`src/rtl/b64_pkg.sv`:
```
// ----------------------------------------------------------------------------
// b64_pkg
// Widths, the pad character and the alphabet mapping functions shared by the
// Base64 codec and its channel interfaces.
// ----------------------------------------------------------------------------
`default_nettype none

package b64_pkg;

    localparam int SymW   = 8;
    localparam int SextW  = 6;
    localparam int GroupW = 24;
    localparam int CntW   = 2;
    localparam int LeftW  = 3;
    localparam int MaxRes = 4;

    localparam logic [SymW-1:0] PadChar   = 8'h3D;  // '='
    localparam logic [SymW-1:0] PlusChar  = 8'h2B;  // '+'
    localparam logic [SymW-1:0] SlashChar = 8'h2F;  // '/'

    // mode register codes
    typedef enum logic
    {
        MODE_ENCODE = 1'b0,
        MODE_DECODE = 1'b1
    } mode_t;

    // Map a sextet onto its character of the standard alphabet
    function automatic logic [SymW-1:0] sextet_to_char(input logic [SextW-1:0] v);
        logic [SymW-1:0] w;
        logic [SymW-1:0] c;
        begin
            w = {2'b00, v};
            if (v < 6'd26)
            begin
                c = w + 8'd65;
            end
            else if (v < 6'd52)
            begin
                c = w + 8'd71;
            end
            else if (v < 6'd62)
            begin
                c = w - 8'd4;
            end
            else if (v == 6'd62)
            begin
                c = PlusChar;
            end
            else
            begin
                c = SlashChar;
            end
            return c;
        end
    endfunction

    // Map a character onto its sextet; anything outside the alphabet gives zero
    function automatic logic [SextW-1:0] char_to_sextet(input logic [SymW-1:0] c);
        logic [SymW-1:0] v;
        begin
            case (c) inside
                [8'h30:8'h39]: v = c + 8'd4;
                [8'h41:8'h5A]: v = c - 8'd65;
                [8'h61:8'h7A]: v = c - 8'd71;
                PlusChar:      v = 8'd62;
                SlashChar:     v = 8'd63;
                default:       v = 8'd0;
            endcase
            return v[SextW-1:0];
        end
    endfunction

endpackage

`default_nettype wire

```
`src/rtl/b64_if.sv`:
```
// ----------------------------------------------------------------------------
// b64 channel interfaces
// Valid/ready channels for input items, result items and mode writes.
// ----------------------------------------------------------------------------
`default_nettype none

interface b64_item_if;
    logic                      valid;
    logic                      ready;
    logic [b64_pkg::SymW-1:0]  symbol;
    logic                      last;

    modport source (output valid, output symbol, output last, input ready);
    modport sink   (input valid, input symbol, input last, output ready);
endinterface

interface b64_result_if;
    logic                      valid;
    logic                      ready;
    logic [b64_pkg::SymW-1:0]  out_symbol;
    logic                      run_last;
    logic                      error;

    modport source (output valid, output out_symbol, output run_last, output error,
                    input ready);
    modport sink   (input valid, input out_symbol, input run_last, input error,
                    output ready);
endinterface

interface b64_cfg_if;
    logic valid;
    logic ready;
    logic data;

    modport source (output valid, output data, input ready);
    modport sink   (input valid, input data, output ready);
endinterface

`default_nettype wire

```
`src/rtl/base64_codec.sv`:
```
// ----------------------------------------------------------------------------
// base64_codec
// Streaming Base64 codec (standard alphabet, '=' padding). With mode 0 every
// three bytes become four characters and a final short group is padded; with
// mode 1 every four characters become three bytes, trimmed by the pad
// characters of the final group, and a stream ending mid-group yields a single
// result with error set, after which the whole stream must be dropped. Each
// accepted item passes through an input register and one step of logic into a
// four-entry result buffer that drains one word per cycle while results.ready is
// high. Decoding runs at one character per cycle under the same condition;
// encoding stalls the byte input while the four characters of each group leave
// the result buffer. A mode write clears any group in progress.
// ----------------------------------------------------------------------------
`default_nettype none

module base64_codec
(
    input  wire                 clk,
    input  wire                 rst_n,
    b64_cfg_if.sink             cfg,
    b64_item_if.sink            items,
    b64_result_if.source        results
);

    // input register
    logic                            item_valid_reg;
    logic [b64_pkg::SymW-1:0]        sym_reg;
    logic                            last_reg;

    // codec state
    b64_pkg::mode_t                  mode_reg;
    logic [b64_pkg::CntW-1:0]        count_reg;
    logic [b64_pkg::GroupW-1:0]      bits_reg;
    logic                            third_pad_reg;

    // result buffer
    logic [b64_pkg::SymW-1:0]        slot_reg [b64_pkg::MaxRes];
    logic [b64_pkg::LeftW-1:0]       left_reg;
    logic                            err_reg;

    // step results
    logic [b64_pkg::SymW-1:0]        res_sym [b64_pkg::MaxRes];
    logic [b64_pkg::LeftW-1:0]       res_n;
    logic                            res_err;
    logic [b64_pkg::CntW-1:0]        count_next;
    logic [b64_pkg::GroupW-1:0]      bits_next;
    logic                            third_pad_next;

    logic [b64_pkg::LeftW-1:0]       n;
    logic [b64_pkg::GroupW-1:0]      shifted;
    logic [b64_pkg::GroupW-1:0]      enc_t;
    logic                            out_take;
    logic                            slot_free;
    logic                            advance;
    logic                            cfg_take;

    // handshakes
    assign cfg.ready     = 1'b1;
    assign cfg_take      = cfg.valid;
    assign out_take      = results.valid && results.ready;
    assign slot_free     = (left_reg == '0) || (left_reg == 3'd1 && results.ready);
    assign advance       = item_valid_reg && ((res_n == '0) || slot_free);
    assign items.ready   = !item_valid_reg || advance;

    assign results.valid      = (left_reg != '0);
    assign results.out_symbol = slot_reg[0];
    assign results.run_last   = (left_reg == 3'd1);
    assign results.error      = err_reg;

    // process the registered item
    always_comb
    begin
        n              = {1'b0, count_reg} + 3'd1;
        res_n          = '0;
        res_err        = 1'b0;
        count_next     = n[b64_pkg::CntW-1:0];
        third_pad_next = third_pad_reg;
        shifted        = '0;
        enc_t          = '0;
        bits_next      = bits_reg;
        for (int i = 0; i < b64_pkg::MaxRes; i++)
        begin
            res_sym[i] = '0;
        end

        if (mode_reg == b64_pkg::MODE_ENCODE)
        begin
            shifted   = {bits_reg[15:0], sym_reg};
            bits_next = shifted;
            case (n)
                3'd1:    enc_t = {shifted[7:0], 16'h0000};
                3'd2:    enc_t = {shifted[15:0], 8'h00};
                default: enc_t = shifted;
            endcase
            if (n >= 3'd3 || last_reg)
            begin
                res_n      = 3'd4;
                res_sym[0] = b64_pkg::sextet_to_char(enc_t[23:18]);
                res_sym[1] = b64_pkg::sextet_to_char(enc_t[17:12]);
                res_sym[2] = (n >= 3'd2) ? b64_pkg::sextet_to_char(enc_t[11:6])
                                         : b64_pkg::PadChar;
                res_sym[3] = (n >= 3'd3) ? b64_pkg::sextet_to_char(enc_t[5:0])
                                         : b64_pkg::PadChar;
            end
        end
        else
        begin
            shifted   = {bits_reg[17:0], b64_pkg::char_to_sextet(sym_reg)};
            bits_next = shifted;
            if (n == 3'd3)
            begin
                third_pad_next = (sym_reg == b64_pkg::PadChar);
            end
            if (n == 3'd4)
            begin
                res_n = 3'd3;
                if (last_reg)
                begin
                    res_n = 3'd3 - {2'b00, sym_reg == b64_pkg::PadChar}
                                 - {2'b00, third_pad_reg};
                end
                res_sym[0] = shifted[23:16];
                res_sym[1] = shifted[15:8];
                res_sym[2] = shifted[7:0];
            end
            else if (last_reg)
            begin
                res_n   = 3'd1;
                res_err = 1'b1;
            end
        end

        // clear the group once it emits or the stream ends
        if (res_n != '0 || last_reg)
        begin
            count_next     = '0;
            bits_next      = '0;
            third_pad_next = 1'b0;
        end
    end

    // hold control state and codec state
    always_ff @(posedge clk or negedge rst_n)
    begin
        if (!rst_n)
        begin
            item_valid_reg <= 1'b0;
            mode_reg       <= b64_pkg::MODE_ENCODE;
            count_reg      <= '0;
            bits_reg       <= '0;
            third_pad_reg  <= 1'b0;
            left_reg       <= '0;
            err_reg        <= 1'b0;
        end
        else
        begin
            if (items.valid && items.ready)
            begin
                item_valid_reg <= 1'b1;
            end
            else if (advance)
            begin
                item_valid_reg <= 1'b0;
            end

            if (cfg_take)
            begin
                mode_reg      <= b64_pkg::mode_t'(cfg.data);
                count_reg     <= '0;
                bits_reg      <= '0;
                third_pad_reg <= 1'b0;
            end
            else if (advance)
            begin
                count_reg     <= count_next;
                bits_reg      <= bits_next;
                third_pad_reg <= third_pad_next;
            end

            if (advance && res_n != '0)
            begin
                left_reg <= res_n;
                err_reg  <= res_err;
            end
            else if (out_take)
            begin
                left_reg <= left_reg - 3'd1;
            end
        end
    end

    // load or advance the payload registers
    always_ff @(posedge clk)
    begin
        if (items.valid && items.ready)
        begin
            sym_reg  <= items.symbol;
            last_reg <= items.last;
        end

        if (advance && res_n != '0)
        begin
            for (int i = 0; i < b64_pkg::MaxRes; i++)
            begin
                slot_reg[i] <= res_sym[i];
            end
        end
        else if (out_take)
        begin
            for (int i = 0; i < b64_pkg::MaxRes - 1; i++)
            begin
                slot_reg[i] <= slot_reg[i+1];
            end
            slot_reg[b64_pkg::MaxRes-1] <= '0;
        end
    end

endmodule

`default_nettype wire

```
`src/flat_wrapper.sv`:
```
// flat-port wrapper written by rule: the top's interface ports become plain ports
module base64_codec_flat 
  (clk, rst_n, cfg_valid, cfg_data, cfg_ready, items_valid, items_symbol, items_last, items_ready, results_valid, results_out_symbol, results_run_last, results_error, results_ready);
  b64_cfg_if cfg_i ();
  b64_item_if items_i ();
  b64_result_if results_i ();
  input  wire clk;
  input  wire rst_n;
  input wire logic [$bits(cfg_i.valid)-1:0] cfg_valid;
  input wire logic [$bits(cfg_i.data)-1:0] cfg_data;
  output wire logic [$bits(cfg_i.ready)-1:0] cfg_ready;
  input wire logic [$bits(items_i.valid)-1:0] items_valid;
  input wire logic [$bits(items_i.symbol)-1:0] items_symbol;
  input wire logic [$bits(items_i.last)-1:0] items_last;
  output wire logic [$bits(items_i.ready)-1:0] items_ready;
  output wire logic [$bits(results_i.valid)-1:0] results_valid;
  output wire logic [$bits(results_i.out_symbol)-1:0] results_out_symbol;
  output wire logic [$bits(results_i.run_last)-1:0] results_run_last;
  output wire logic [$bits(results_i.error)-1:0] results_error;
  input wire logic [$bits(results_i.ready)-1:0] results_ready;
  assign cfg_i.valid = cfg_valid;
  assign cfg_i.data = cfg_data;
  assign cfg_ready = cfg_i.ready;
  assign items_i.valid = items_valid;
  assign items_i.symbol = items_symbol;
  assign items_i.last = items_last;
  assign items_ready = items_i.ready;
  assign results_valid = results_i.valid;
  assign results_out_symbol = results_i.out_symbol;
  assign results_run_last = results_i.run_last;
  assign results_error = results_i.error;
  assign results_i.ready = results_ready;
  base64_codec u_core (.clk(clk), .rst_n(rst_n), .cfg(cfg_i), .items(items_i), .results(results_i));
endmodule
```
`config.mk`:
```
export PLATFORM = sky130hd
export DESIGN_NAME = base64_codec_flat
export DESIGN_NICKNAME = d
export VERILOG_FILES = /design/src/rtl/b64_pkg.sv /design/src/rtl/b64_if.sv /design/src/rtl/base64_codec.sv /design/src/flat_wrapper.sv
export SDC_FILE = /design/constraint.sdc
export NUM_CORES = 1
export LEC_CHECK = 0
export BUFFER_PORTS_ARGS = -buffer_cell sky130_fd_sc_hd__buf_2
export CELL_PAD_IN_SITES_DETAIL_PLACEMENT = 1
export CELL_PAD_IN_SITES_GLOBAL_PLACEMENT = 1
export CORE_ASPECT_RATIO = 1.5
export CORE_MARGIN = 3
export CORE_UTILIZATION = 50
export DETAILED_ROUTE_END_ITERATION = 10
export PLACE_DENSITY_LB_ADDON = 0.15
export SLEW_MARGIN = 20
export SYNTH_ARGS = -nofsm -noshare
export SYNTH_HDL_FRONTEND = slang
export SYNTH_SLANG_ARGS = --single-unit
```
`constraint.sdc`:
```
create_clock -name clk -period 9.1 [get_ports clk]
set_input_delay 0.455 -clock clk [delete_from_list [all_inputs] [get_ports clk]]
set_output_delay 0.455 -clock clk [all_outputs]
set_load 0.03 [all_outputs]
```
==> metrics <==
number of cell rows=47; synthesis-to-layout area growth=8.47%; vias in the first global route=5,516; Clock transition at path regs=0.06 ns; R2R Path End=u_core.slot_reg[3][1]$_SDFFCE_PP0P_; Inserted Diodes=0; Mapped Area=5700 µm²; vias=5,401; Layout Cells excl Fill=807; status=finished, final reports clean; DRC viols=0; final setup vio count=0; initial antenna violation count=0; Post-Route WL=19,000 µm; Hold Fails Final Rpt=0; M1 GR Usage=34.6%; pin count of the biggest net entering global routing=39; CTS tree=yes; # clock sinks=68; Setup Total Neg Slack=0 ns; Setup Skew=0.00563 ns; cts hold-fix bufs=0; commonest non-fill, non-tap cell in the layout=nand2_1; Max clock buf depth=2; global-route track usage on met3=4.57%; NumNets Final=709; ys async rst share=39.7%; Avg Cell Area, Syn=8.76 µm²; Die X=93.2 µm; Final ANT Viol Nets=0; CP Max Fanout=32; CP Launch Type=register; R2R cell count=12; CP Capture Type=register; Root Driver=clkbuf_16; commonest cells after routing, fill and taps aside=nand2_1 (75), o21ai_0 (47), a21oi_1 (44); final worst path period need=3.80 ns; Clock Latency Late Sink=0.34 ns; placed cells=792; Synth Flop Type=edfxtp_1; WP data arrival=3.95 ns; kind of critical path=reg2reg; Worst R2R Start=u_core.count_reg[0]$_DFFE_PN0P_; design area=6190 µm²; EDFF count, synth=41; CTS buffer count=9; Core ar.=11,100 µm²; CP required=9.25 ns; post-detail-place hpwl=13,700 µm; post-cts sizing count=0; R2R setup slack=5.30 ns; Starting Density=51.3%; H-tree levels=3; post-synthesis sequential area ratio=33.4%; Cell Area, Placed=5880 µm²; Slew headroom=24.2%; maximum vdd drop=0.000148 V; First-pass DRT Iterations=5; Die Y-Extent=137 µm; YS warnings=0; period utilization=41.7%; drt wl/cell=23.6 µm; max reg flops=32; Least-Margin Pin Slew=1.13 ns; gpl congestion=0.927; Mapped Cells=651; vias per cell=6.69; syn nets=704; Buffers on Ports=26; gr busiest metal=met2; Slew Limit Fails=0; fmax=263 MHz; fraction of layout cells with a size suffix above 1=12.6%; I/O Pins=28; met2 usage=56.8%; Synth Register Bits=68; Hold Path Class=in2async; first-pass GRT wire length=30,200 µm; Global Route Usage Sum=30.8%; Congestion Overflow GR=0; Detailed Route Iter0 Violations=416; setup bufs post-CTS=0; synth unique cells=86; Pwr Density=219 nW/µm²; RSZ-0062 raised after global routing=no; fillers=1,329; die area=12,700 µm²; Max Cap Violations=0; Leak=2.52 nW
==> Yosys cell counts (all sizes together), types with 9 or more instances <==
cell    count  area (µm²)
a22o       12         105
nor2       44         175
clkbuf     21        78.8
dfrtp      27         676
o21ai      53         265
a31oi      15        93.8
buf        20         138
edfxtp     41        1230
a21o        9        67.6
nand3      20         100
nand2      75         282
mux2i      16         160
and3        9        56.3
o211ai      9        67.6
a21oi      50         280
nor3b      12        95.1
inv        27         101
ha         38         475
==> routing by layer <==
| metal | part of all wire (%) | wire (µm) |
|---|---|---|
| met1 | 37 | 7070 |
| met2 | 53 | 10200 |
| met3 | 5.0 | 956 |
| met4 | 4.4 | 834 |
| met5 | 0 | 0 |
==> worst max-delay path, stage by stage, from the launching register on <==
cell	delay [ns]
dfrtp_1	0.44
inv_1	0.10
ha_1	0.20
buf_4	0.26
nor2_4	0.52
nand2_1	0.28
inv_1	0.14
ha_1	0.28
a21o_1	0.11
a21oi_1	0.09
nor4_1	0.55
o21ai_1	0.23
a2111oi_2	0.38
==> worst max path at each step <==
| stage | start | end | slack [ns] | cells past startpoint |
|---|---|---|---|---|
| floorplan | u_core.sym_reg[1]$_DFFE_PP_ | u_core.left_reg[1]$_DFFE_PN0P_ | 4.24 | 11 |
| global placement | u_core.count_reg[0]$_DFFE_PN0P_ | u_core.slot_reg[2][2]$_DFFE_PP_ | 5.47 | 12 |
| detailed placement | u_core.count_reg[0]$_DFFE_PN0P_ | u_core.slot_reg[2][2]$_DFFE_PP_ | 5.38 | 12 |
| CTS | u_core.count_reg[0]$_DFFE_PN0P_ | u_core.slot_reg[2][2]$_DFFE_PP_ | 5.38 | 12 |
| global route | u_core.count_reg[0]$_DFFE_PN0P_ | u_core.slot_reg[3][1]$_SDFFCE_PP0P_ | 4.94 | 12 |
| finish | u_core.count_reg[0]$_DFFE_PN0P_ | u_core.slot_reg[3][1]$_SDFFCE_PP0P_ | 5.30 | 12 |
==> logic make-up after synthesis <==
logic type | synth area share (%)
AO/OA/AOI/OAI | 27.1
AND/OR/NAND/NOR | 20.0
flip-flops | 33.4
buffers and inverters | 5.57
adder cells (fa/ha/maj) | 8.34
multiplexers | 3.66
XOR/XNOR | 1.84
other | 0.0658
==> power breakdown <==
| part | switching [mW] | total, mW | internal, mW |
|---|---|---|---|
| Combinational | 0.349 | 0.515 | 0.166 |
| Clock | 0.136 | 0.374 | 0.237 |
| Sequential | 0.0462 | 0.467 | 0.420 |
| Total | 0.532 | 1.36 | 0.823 |
==> area by class of cell <==
class / count / area [µm²] / share of cell area (%)
multi-input cells: 515 / 3490 / 56.4
well taps: 147 / 184 / 2.97
flip-flops and latches: 68 / 1910 / 30.8
repair buffers: 35 / 198 / 3.20
clock buffers: 10 / 229 / 3.70
clock inverters: 5 / 77.6 / 1.25
inverters: 27 / 101 / 1.64
==> through the flow <==
step	total power [mW]	util, %	setup WS (ns)	hold slack (ns)
after floorplan	0.830	-	4.24	0.159
after global placement	0.955	52.9	5.47	0.474
after detailed placement	0.976	52.9	5.38	0.489
after CTS	1.35	55.7	5.38	0.151
after global routing	1.42	55.7	4.94	0.182
final	1.36	55.7	5.30	0.134
Power figures use the tool's default switching activity.
